<file path="src/hdl/btl_pkg.sv">
// Shared types and constants of the bitmap text layout block.
package btl_pkg;

  // Action codes of an input item
  localparam logic [1:0] ACT_GLYPH_WRITE = 2'd0;
  localparam logic [1:0] ACT_START       = 2'd1;
  localparam logic [1:0] ACT_CHAR        = 2'd2;

  // Configuration register indexes
  localparam logic [2:0] REG_LETTER_SPACING = 3'd0;
  localparam logic [2:0] REG_LINE_SPACING   = 3'd1;
  localparam logic [2:0] REG_LINE_HEIGHT    = 3'd2;
  localparam logic [2:0] REG_DEST_WIDTH     = 3'd3;
  localparam logic [2:0] REG_DEST_HEIGHT    = 3'd4;

  // Character codes
  localparam logic [7:0] CODE_NEWLINE         = 8'd10;
  localparam logic [7:0] CODE_SPACE           = 8'd32;
  localparam logic [7:0] FIRST_PRINTABLE      = 8'd33;
  localparam logic [7:0] LAST_LOW_PRINTABLE   = 8'd126;
  localparam logic [7:0] FIRST_HIGH_PRINTABLE = 8'd161;
  localparam logic [7:0] HIGH_SHIFT           = 8'd34;

  // Work for the pen stage
  typedef enum logic [1:0] {
    KIND_START,
    KIND_NEWLINE,
    KIND_SPACE,
    KIND_GLYPH
  } kind_t;

  typedef struct packed {
    kind_t       kind;
    logic [15:0] start_x;
    logic [15:0] start_y;
  } op_t;

endpackage

</file>
<file path="src/hdl/btl_pen.sv">
// Pen update, clipping and output register.
module btl_pen (
  input  logic                clk,
  input  logic                rst,
  input  logic                s1_valid,
  input  btl_pkg::op_t        s1_op,
  input  logic [11:0]         glyph_pos,
  input  logic [7:0]          glyph_width,
  input  logic [7:0]          letter_spacing,
  input  logic [7:0]          line_spacing,
  input  logic [7:0]          line_height,
  input  logic [11:0]         dest_width,
  input  logic [11:0]         dest_height,
  output logic                hold,
  output logic                out_valid,
  input  logic                out_stall,
  output logic [11:0]         source_x,
  output logic [7:0]          copy_width,
  output logic signed [15:0]  dest_x,
  output logic signed [15:0]  dest_y
);

  logic [15:0] pen_x;
  logic [15:0] pen_y;
  logic [15:0] line_start_x;
  logic [15:0] pen_x_next;
  logic [15:0] pen_y_next;
  logic [15:0] line_start_x_next;
  logic [15:0] advance;
  logic        clipped;
  logic        fire;
  logic        emit;
  logic        out_valid_next;

  assign hold = s1_valid && out_valid && out_stall;
  assign fire = s1_valid && !hold;

  assign advance = pen_x + {8'd0, glyph_width} + {{8{letter_spacing[7]}}, letter_spacing};
  assign clipped = ($signed(pen_x) >= $signed({4'd0, dest_width})) ||
                   ($signed(pen_y) >= $signed({4'd0, dest_height}));

  always_comb begin
    pen_x_next        = pen_x;
    pen_y_next        = pen_y;
    line_start_x_next = line_start_x;
    emit              = 1'b0;
    unique case (s1_op.kind)
      btl_pkg::KIND_START: begin
        pen_x_next        = s1_op.start_x;
        line_start_x_next = s1_op.start_x;
        pen_y_next        = s1_op.start_y;
      end
      btl_pkg::KIND_NEWLINE: begin
        pen_x_next = line_start_x;
        pen_y_next = pen_y + {8'd0, line_height} + {{8{line_spacing[7]}}, line_spacing};
      end
      btl_pkg::KIND_SPACE: begin
        pen_x_next = advance;
      end
      btl_pkg::KIND_GLYPH: begin
        if (!clipped) begin
          emit       = 1'b1;
          pen_x_next = advance;
        end
      end
      default: begin
      end
    endcase
  end

  always_ff @(posedge clk) begin
    if (rst) begin
      pen_x        <= '0;
      pen_y        <= '0;
      line_start_x <= '0;
    end else if (fire) begin
      pen_x        <= pen_x_next;
      pen_y        <= pen_y_next;
      line_start_x <= line_start_x_next;
    end
  end

  // Hold a beat until taken, load a new one behind it
  assign out_valid_next = (fire && emit) || (out_valid && out_stall);

  always_ff @(posedge clk) begin
    if (rst) begin
      out_valid <= 1'b0;
    end else begin
      out_valid <= out_valid_next;
    end
  end

  always_ff @(posedge clk) begin
    if (fire && emit) begin
      source_x   <= glyph_pos;
      copy_width <= glyph_width;
      dest_x     <= pen_x;
      dest_y     <= pen_y;
    end
  end

endmodule

</file>
<file path="config.mk">
export PLATFORM = sky130hd
export DESIGN_NAME = btl_pen
export DESIGN_NICKNAME = d
export VERILOG_FILES = /design/src/hdl/btl_pkg.sv /design/src/hdl/btl_pen.sv
export SDC_FILE = /design/constraint.sdc
export NUM_CORES = 1
export LEC_CHECK = 0
export BUFFER_PORTS_ARGS = -buffer_cell sky130_fd_sc_hd__buf_2
export CAP_MARGIN = 20
export CORE_AREA = 2 2 116 118
export DETAILED_ROUTE_END_ITERATION = 10
export DIE_AREA = 0 0 118 120
export GPL_ROUTABILITY_DRIVEN = 0
export PLACE_DENSITY = 0.73
export REMOVE_ABC_BUFFERS = 1
export SLEW_MARGIN = 20
export SYNTH_ARGS = -nofsm -noshare
export SYNTH_HDL_FRONTEND = slang
export SYNTH_SLANG_ARGS = --single-unit
</file>
<file path="constraint.sdc">
create_clock -name clk -period 6.9 [get_ports clk]
set_input_delay 0.345 -clock clk [delete_from_list [all_inputs] [get_ports clk]]
set_output_delay 0.345 -clock clk [all_outputs]
set_load 0.005 [all_outputs]
</file>
Word level (Yosys, flattened, before mapping)
Index checks and enable logic that the tools add are counted.
Word-level totals
  logic and storage cells: 36
  output and inout bits: 54
  bits in registers: 101
  bits of input ports: 106
Operators by class
  reductions and logical operators: 13
  eq/ne operators: 4
  multiplexer cells: 5
  $add $sub $neg: 4
  order comparisons: 2
Operator list (number)
  $pmux W16 S4: 1
  $add A16 B16 Y16: 2
  $add A16 B8 Y16: 2
  $ge A16 B13 Y1: 2
  $pmux W16 S2: 1
  $mux W16: 1
  $reduce_and A2 Y1: 3
  $logic_and A1 B1 Y1: 5
  $eq A2 B2 Y1 const B: 2
  $eq A2 B1 Y1 const B: 1
  $logic_not A2 Y1: 1
  $logic_or A1 B1 Y1: 2
  $mux W1: 2
  $ne A2 B2 Y1 const B: 1
  $reduce_bool A2 Y1: 1
  $logic_not A1 Y1: 1

Longest topological paths before layout
  depth in word-level cells: 6
  mapped depth: 13

Worst setup path before layout
Ideal clock, no wire load.
  kind: input port to flip-flop
  start: in dest_height[10]
  end: reg copy_width[0], enable pin
  data arrival time: 3791 ps
  slack: 2647 ps
  stages: 8
  cell sequence: inv_1 > ha_1 > a21oi_1 > nand2_1 > a211o_1 > o31ai_2 > nand4_1 > nor2_1
Between the ends
  word-level cells in the longest chain between the ends: 5
RTL lines
  start: declaration: RTL line btl_pen.sv:13  | input logic [11:0] dest_height,
  $ge A16 B13 Y1: RTL line btl_pen.sv:40  | ($signed(pen_y) >= $signed({4'd0, dest_height}));
  $logic_or A1 B1 Y1: RTL line btl_pen.sv:39  | assign clipped = ($signed(pen_x) >= $signed({4'd0, dest_width})) ||
  $mux W1: RTL line btl_pen.sv:61  | if (!clipped) begin
  $mux W1: RTL line btl_pen.sv:47  | unique case (s1_op.kind)
  $logic_and A1 B1 Y1: RTL line btl_pen.sv:95  | if (fire && emit) begin
  end signal: assignment: RTL line btl_pen.sv:97  | copy_width <= glyph_width;
  end: declaration: RTL line btl_pen.sv:18  | output logic [7:0] copy_width,
Every way passes these cells.
A chain may end at the register's enable or synchronous reset.

Worst setup path in the final report
  start: reg pen_x[1]
  end: reg pen_x[13]
Between the ends
  word-level cells in the longest chain between the ends: 4
RTL lines
  start: declaration: RTL line btl_pen.sv:23  | logic [15:0] pen_x;
  start signal: assignment: RTL line btl_pen.sv:77  | pen_x <= pen_x_next;
  $add A16 B8 Y16 or $ge A16 B13 Y1 (tied branches): RTL line btl_pen.sv:38, btl_pen.sv:39
  $add A16 B16 Y16 or $logic_or A1 B1 Y1 (tied branches): RTL line btl_pen.sv:38, btl_pen.sv:39
  $mux W16 or $ne A2 B2 Y1 (tied branches)
  $pmux W16 S4 or $reduce_and A2 Y1 (tied branches)
Several ways; a longest one is shown, not always the timed one. The select of a mux whose other input is x is not followed.

==> impl_summary.md <==
Clock tree
Clock latency on the worst-skew pair, taken at its later pin, is around 350 ps. The clock transition at the register clock pins on the worst setup and hold paths after CTS is approximately 70 ps. The TritonCTS buffer count is 9. Counting every sink on the clock net gives 101.

No sink is reached through more buffers than the 2 on the longest clock path. Once the clock tree was built, the resizer swapped 0 gates to a different size. The number of setup buffers added after CTS is 0. The hold-fix buffer count after cts is 0.

CTS built an H-tree with a depth of 3. The buffer cell driving the clock tree root is sky130_fd_sc_hd__clkbuf_16. The TritonCTS clock tree is yes.

Synthesis
Dividing the synthesized area by the synthesized cell count gives 10.0 µm². By area the synthesized netlist is led by sky130_fd_sc_hd__edfxtp_1 (25%), sky130_fd_sc_hd__dfxtp_1 (16%), sky130_fd_sc_hd__ha_1 (13%). Counting every instance in the synthesized netlist gives 627.

The most instantiated flip-flop cell in the synthesis netlist is sky130_fd_sc_hd__edfxtp_1. The sequential fraction of the synthesis area is 40.4%. The count of unique library cells instantiated by Yosys is 56. Synthesis inferred 101 register bits. The cell accounting for the most synthesized area is sky130_fd_sc_hd__edfxtp_1. The fraction of post-synthesis cell area in the top cell type by area is 24.8%. The proportion of synthesized flip-flops having asynchronous set or reset is 0%. The number of synthesized flops with an enable pin is 52. Yosys printed 0 warnings. Summing every instance area after synthesis gives between 6000 and 7000 µm².

Layout
The cell area after layout is roughly 7500 µm². In the final layout, the share of cells above drive strength 1 is 23.9%. The net total in the final layout is roughly 970. The area overhead of the layout relative to synthesis is 19.7%. The antenna diode count is 0. For this run, the share of the core covered by cells in the final layout is between 50 and 60%.

Power and ir drop
Per report_power, the combinational group accounts for 31.7% of the total. In this run the power spent charging and discharging nets is 594 µW. The portion of total power attributed to sequential cells is 39.9%. The fraction of power spent switching nets is about a third. The share of total power dissipated in the clock network is 28.5%. The internal power of the cells is ~1.2 mW. The power density over the cells is 234 nW/µm². The peak supply drop is 107 µV. The design draws 1.76 mW. The static leakage is between 3 and 4 nW.

Global routing
The number of global-route vias before repair is 5,331. Global routing finished with a remaining overflow of 0. The largest net degree at the start of global routing is 60. The global-route total usage across every layer is roughly 22%. The number of antenna violations at the first check in global routing is 0. The global-route wire length before repair is between 20 and 30 mm.

Critical path
The origin of the critical flop-to-flop path is pen_x[1]$_SDFFE_PP0P_. The cell depth of the worst flop-to-flop path is 10. The register-to-register setup slack is 3330 ps.

The data required time of the worst path is 7150 ps. The type of destination of the critical path is a register. The critical path class is register to register. Data on the critical path arrives at its endpoint at roughly 3800 ps.

The worst setup path is launched from a register. The worst register-to-register path ends at pen_x[13]$_SDFFE_PP0P_. The critical-path maximum fanout is 4.

Timing
The final count of pins violating max slew was 0. Setup violations remaining at the end of the flow were counted as 0. The transition time at the pin with the least slew margin is around 1100 ps. The worst hold slack across all endpoints is 166 ps.

The final cycle utilization of the critical path is between 50% and 60%. The highest clock frequency the design can meet is 0.280 GHz. The final-layout setup total negative slack is 0 ps. The worst clock skew is 9.00 ps. After layout, the minimum clock period comes to 3570 ps. The worst pin sits at a relative slew slack of 27.3%. Setup repair after global routing left no endpoint under its margin. The number of endpoints with negative hold slack in the final report is 0.

Run status
The flow ran to the end, and the final reports show no timing, DRC or antenna violations.

Placement
The detailed placer's ending HPWL is ~12 mm. The count of buffers added on input and output ports is 159. After detailed placement, the total cell area comes to 7240 µm².

Min path
The startpoint of the lowest-slack hold path is glyph_pos[5]. The min-delay analysis places its worst path in the category primary input to register. The destination of the worst hold path is source_x[5]$_DFFE_PP_. The cell depth of the worst min-delay path is 1.

Floorplan
The die span in y is between 100 and 150 µm. The die covers 14,200 µm². The count of boundary I/O pins is 160. The overall die width is between 100 and 150 µm. The area of the core region is approximately 13,000 µm².

The initial core utilization is 48.5%. The floorplan has 42 rows.

Drt
After detailed routing, the number of vias per cell comes to 5.64. Wires add up to between 15 and 20 mm. The count of unresolved DRC violations after routing is 0. The average wire length per cell after detail routing is about 16 µm. The number of vias in the routed layout is 5,403.

The number of iterations in the first detailed-routing pass is 5. For this block, the initial DRC count from the detailed router was between 300 and 400. In this run the remaining antenna-violating nets after routing total 0.

Flow run
Max-cap violations in this run came to 0.
==> how the worst max path moves through the flow <==
stage	startpoint	to	slack [ps]	cells after the start
2_1_floorplan	dest_height[10]	copy_width[0]$_DFFE_PP_	2650	8
6_report	pen_x[1]$_SDFFE_PP0P_	pen_x[13]$_SDFFE_PP0P_	3330	10
5_1_grt	pen_x[1]$_SDFFE_PP0P_	pen_x[13]$_SDFFE_PP0P_	3130	10
4_1_cts	pen_x[1]$_SDFFE_PP0P_	pen_x[13]$_SDFFE_PP0P_	3380	10
3_3_place_gp	glyph_width[1]	pen_x[13]$_SDFFE_PP0P_	3330	11
3_5_place_dp	glyph_width[1]	pen_x[13]$_SDFFE_PP0P_	3300	11
==> registers in the layout, indices dropped and copies added, names as in the netlist <==
register,flops
pen_x,16
dest_x,16
copy_width,8
dest_y,16
pen_y,16
source_x,12
line_start_x,16
out_valid,1
==> cell families (layout without fill, tap and decap cells) <==
group           after synthesis  count (layout)  synth area share (%)
simple gates                165             165                  12.7
flops                       101             101                  40.4
fa+ha+maj                    84              84                  18.8
mux                          17              17                  2.70
buf+inv                      61             216                  3.88
compound gates              177             177                  18.5
xor+xnor                     22              22                  3.06
==> metrics by stage <==
| step | worst slack (ps) | instances |
|---|---|---|
| 6_report | 3330 | 958 |
| 3_5_place_dp | 3300 | 942 |
| 4_1_cts | 3380 | 958 |
| 3_3_place_gp | 3330 | 942 |
| 2_1_floorplan | 2650 | 603 |
| 5_1_grt | 3130 | 958 |
==> critical path, stage by stage, from the launching register on <==
cell and delay (ps):
sky130_fd_sc_hd__dfxtp_1 400, sky130_fd_sc_hd__fa_1 450, sky130_fd_sc_hd__ha_1 260, sky130_fd_sc_hd__fa_1 440, sky130_fd_sc_hd__a211oi_1 410, sky130_fd_sc_hd__o21ai_0 220
sky130_fd_sc_hd__a311o_1 390, sky130_fd_sc_hd__a2111oi_0 380, sky130_fd_sc_hd__a211oi_1 120, sky130_fd_sc_hd__mux2i_1 140, sky130_fd_sc_hd__o41ai_1 280
==> area by class of cell <==
class / instances / area (µm²)
inverter: 37 / 139
multi-input combinational: 465 / 3520
clock inverter: 7 / 65.1
clock buffer: 9 / 225
tap: 176 / 220
timing repair buffer: 163 / 826
fill: 1119 / 5450
sequential: 101 / 2540
==> routing by layer <==
| metal | vias to the layer above | global-route usage (%) | wire length, µm |
|---|---|---|---|
| li1 | 2620 | - | - |
| met1 | 2542 | 27.9 | 6800 |
| met2 | 221 | 38.4 | 7530 |
| met3 | 20 | 4.66 | 1050 |
| met4 | 0 | 6.33 | 226 |
| met5 | - | 0 | 0 |
==> placed cells by master, fill, tap and decap left out, types with 10 or more instances in the layout <==
cell type | netlist | layout
sky130_fd_sc_hd__nand3_1 | 11 | 11
sky130_fd_sc_hd__ha_1 | 66 | 66
sky130_fd_sc_hd__edfxtp_1 | 52 | 52
sky130_fd_sc_hd__nor3_1 | 16 | 16
sky130_fd_sc_hd__a21oi_1 | 51 | 51
sky130_fd_sc_hd__fa_1 | 18 | 18
sky130_fd_sc_hd__nor2_1 | 41 | 40
sky130_fd_sc_hd__inv_1 | 37 | 37
sky130_fd_sc_hd__a211oi_1 | 32 | 32
sky130_fd_sc_hd__dfxtp_1 | 49 | 49
sky130_fd_sc_hd__buf_2 | 0 | 159
sky130_fd_sc_hd__xor2_1 | 10 | 10
sky130_fd_sc_hd__nand2_1 | 50 | 50
sky130_fd_sc_hd__nor2b_1 | 14 | 14
sky130_fd_sc_hd__o21ai_0 | 39 | 39
sky130_fd_sc_hd__mux2i_1 | 17 | 17
sky130_fd_sc_hd__xnor2_1 | 12 | 12
==> power groups by stage <==
stage	Clock (mW)	Combinational [mW]	Sequential [mW]
global route	0.537	0.624	0.707
floorplan	0	0.384	0.709
finish	0.502	0.558	0.702
global placement	0	0.529	0.714
detailed placement	0	0.548	0.716
CTS	0.513	0.552	0.702
==> synthesized netlist by cell type, drive strengths merged (8+ instances only) <==
cell type	n
fa	18
dfxtp	49
nand2	50
nor2b	14
o21ai	39
a211oi	32
ha	66
inv	37
mux2i	17
xor2	10
edfxtp	52
a21o	8
nand4	9
clkbuf	20
a211o	9
a21oi	52
nand3	11
nor3	16
xnor2	12
nor2	41
Power figures use the tool's default switching activity.
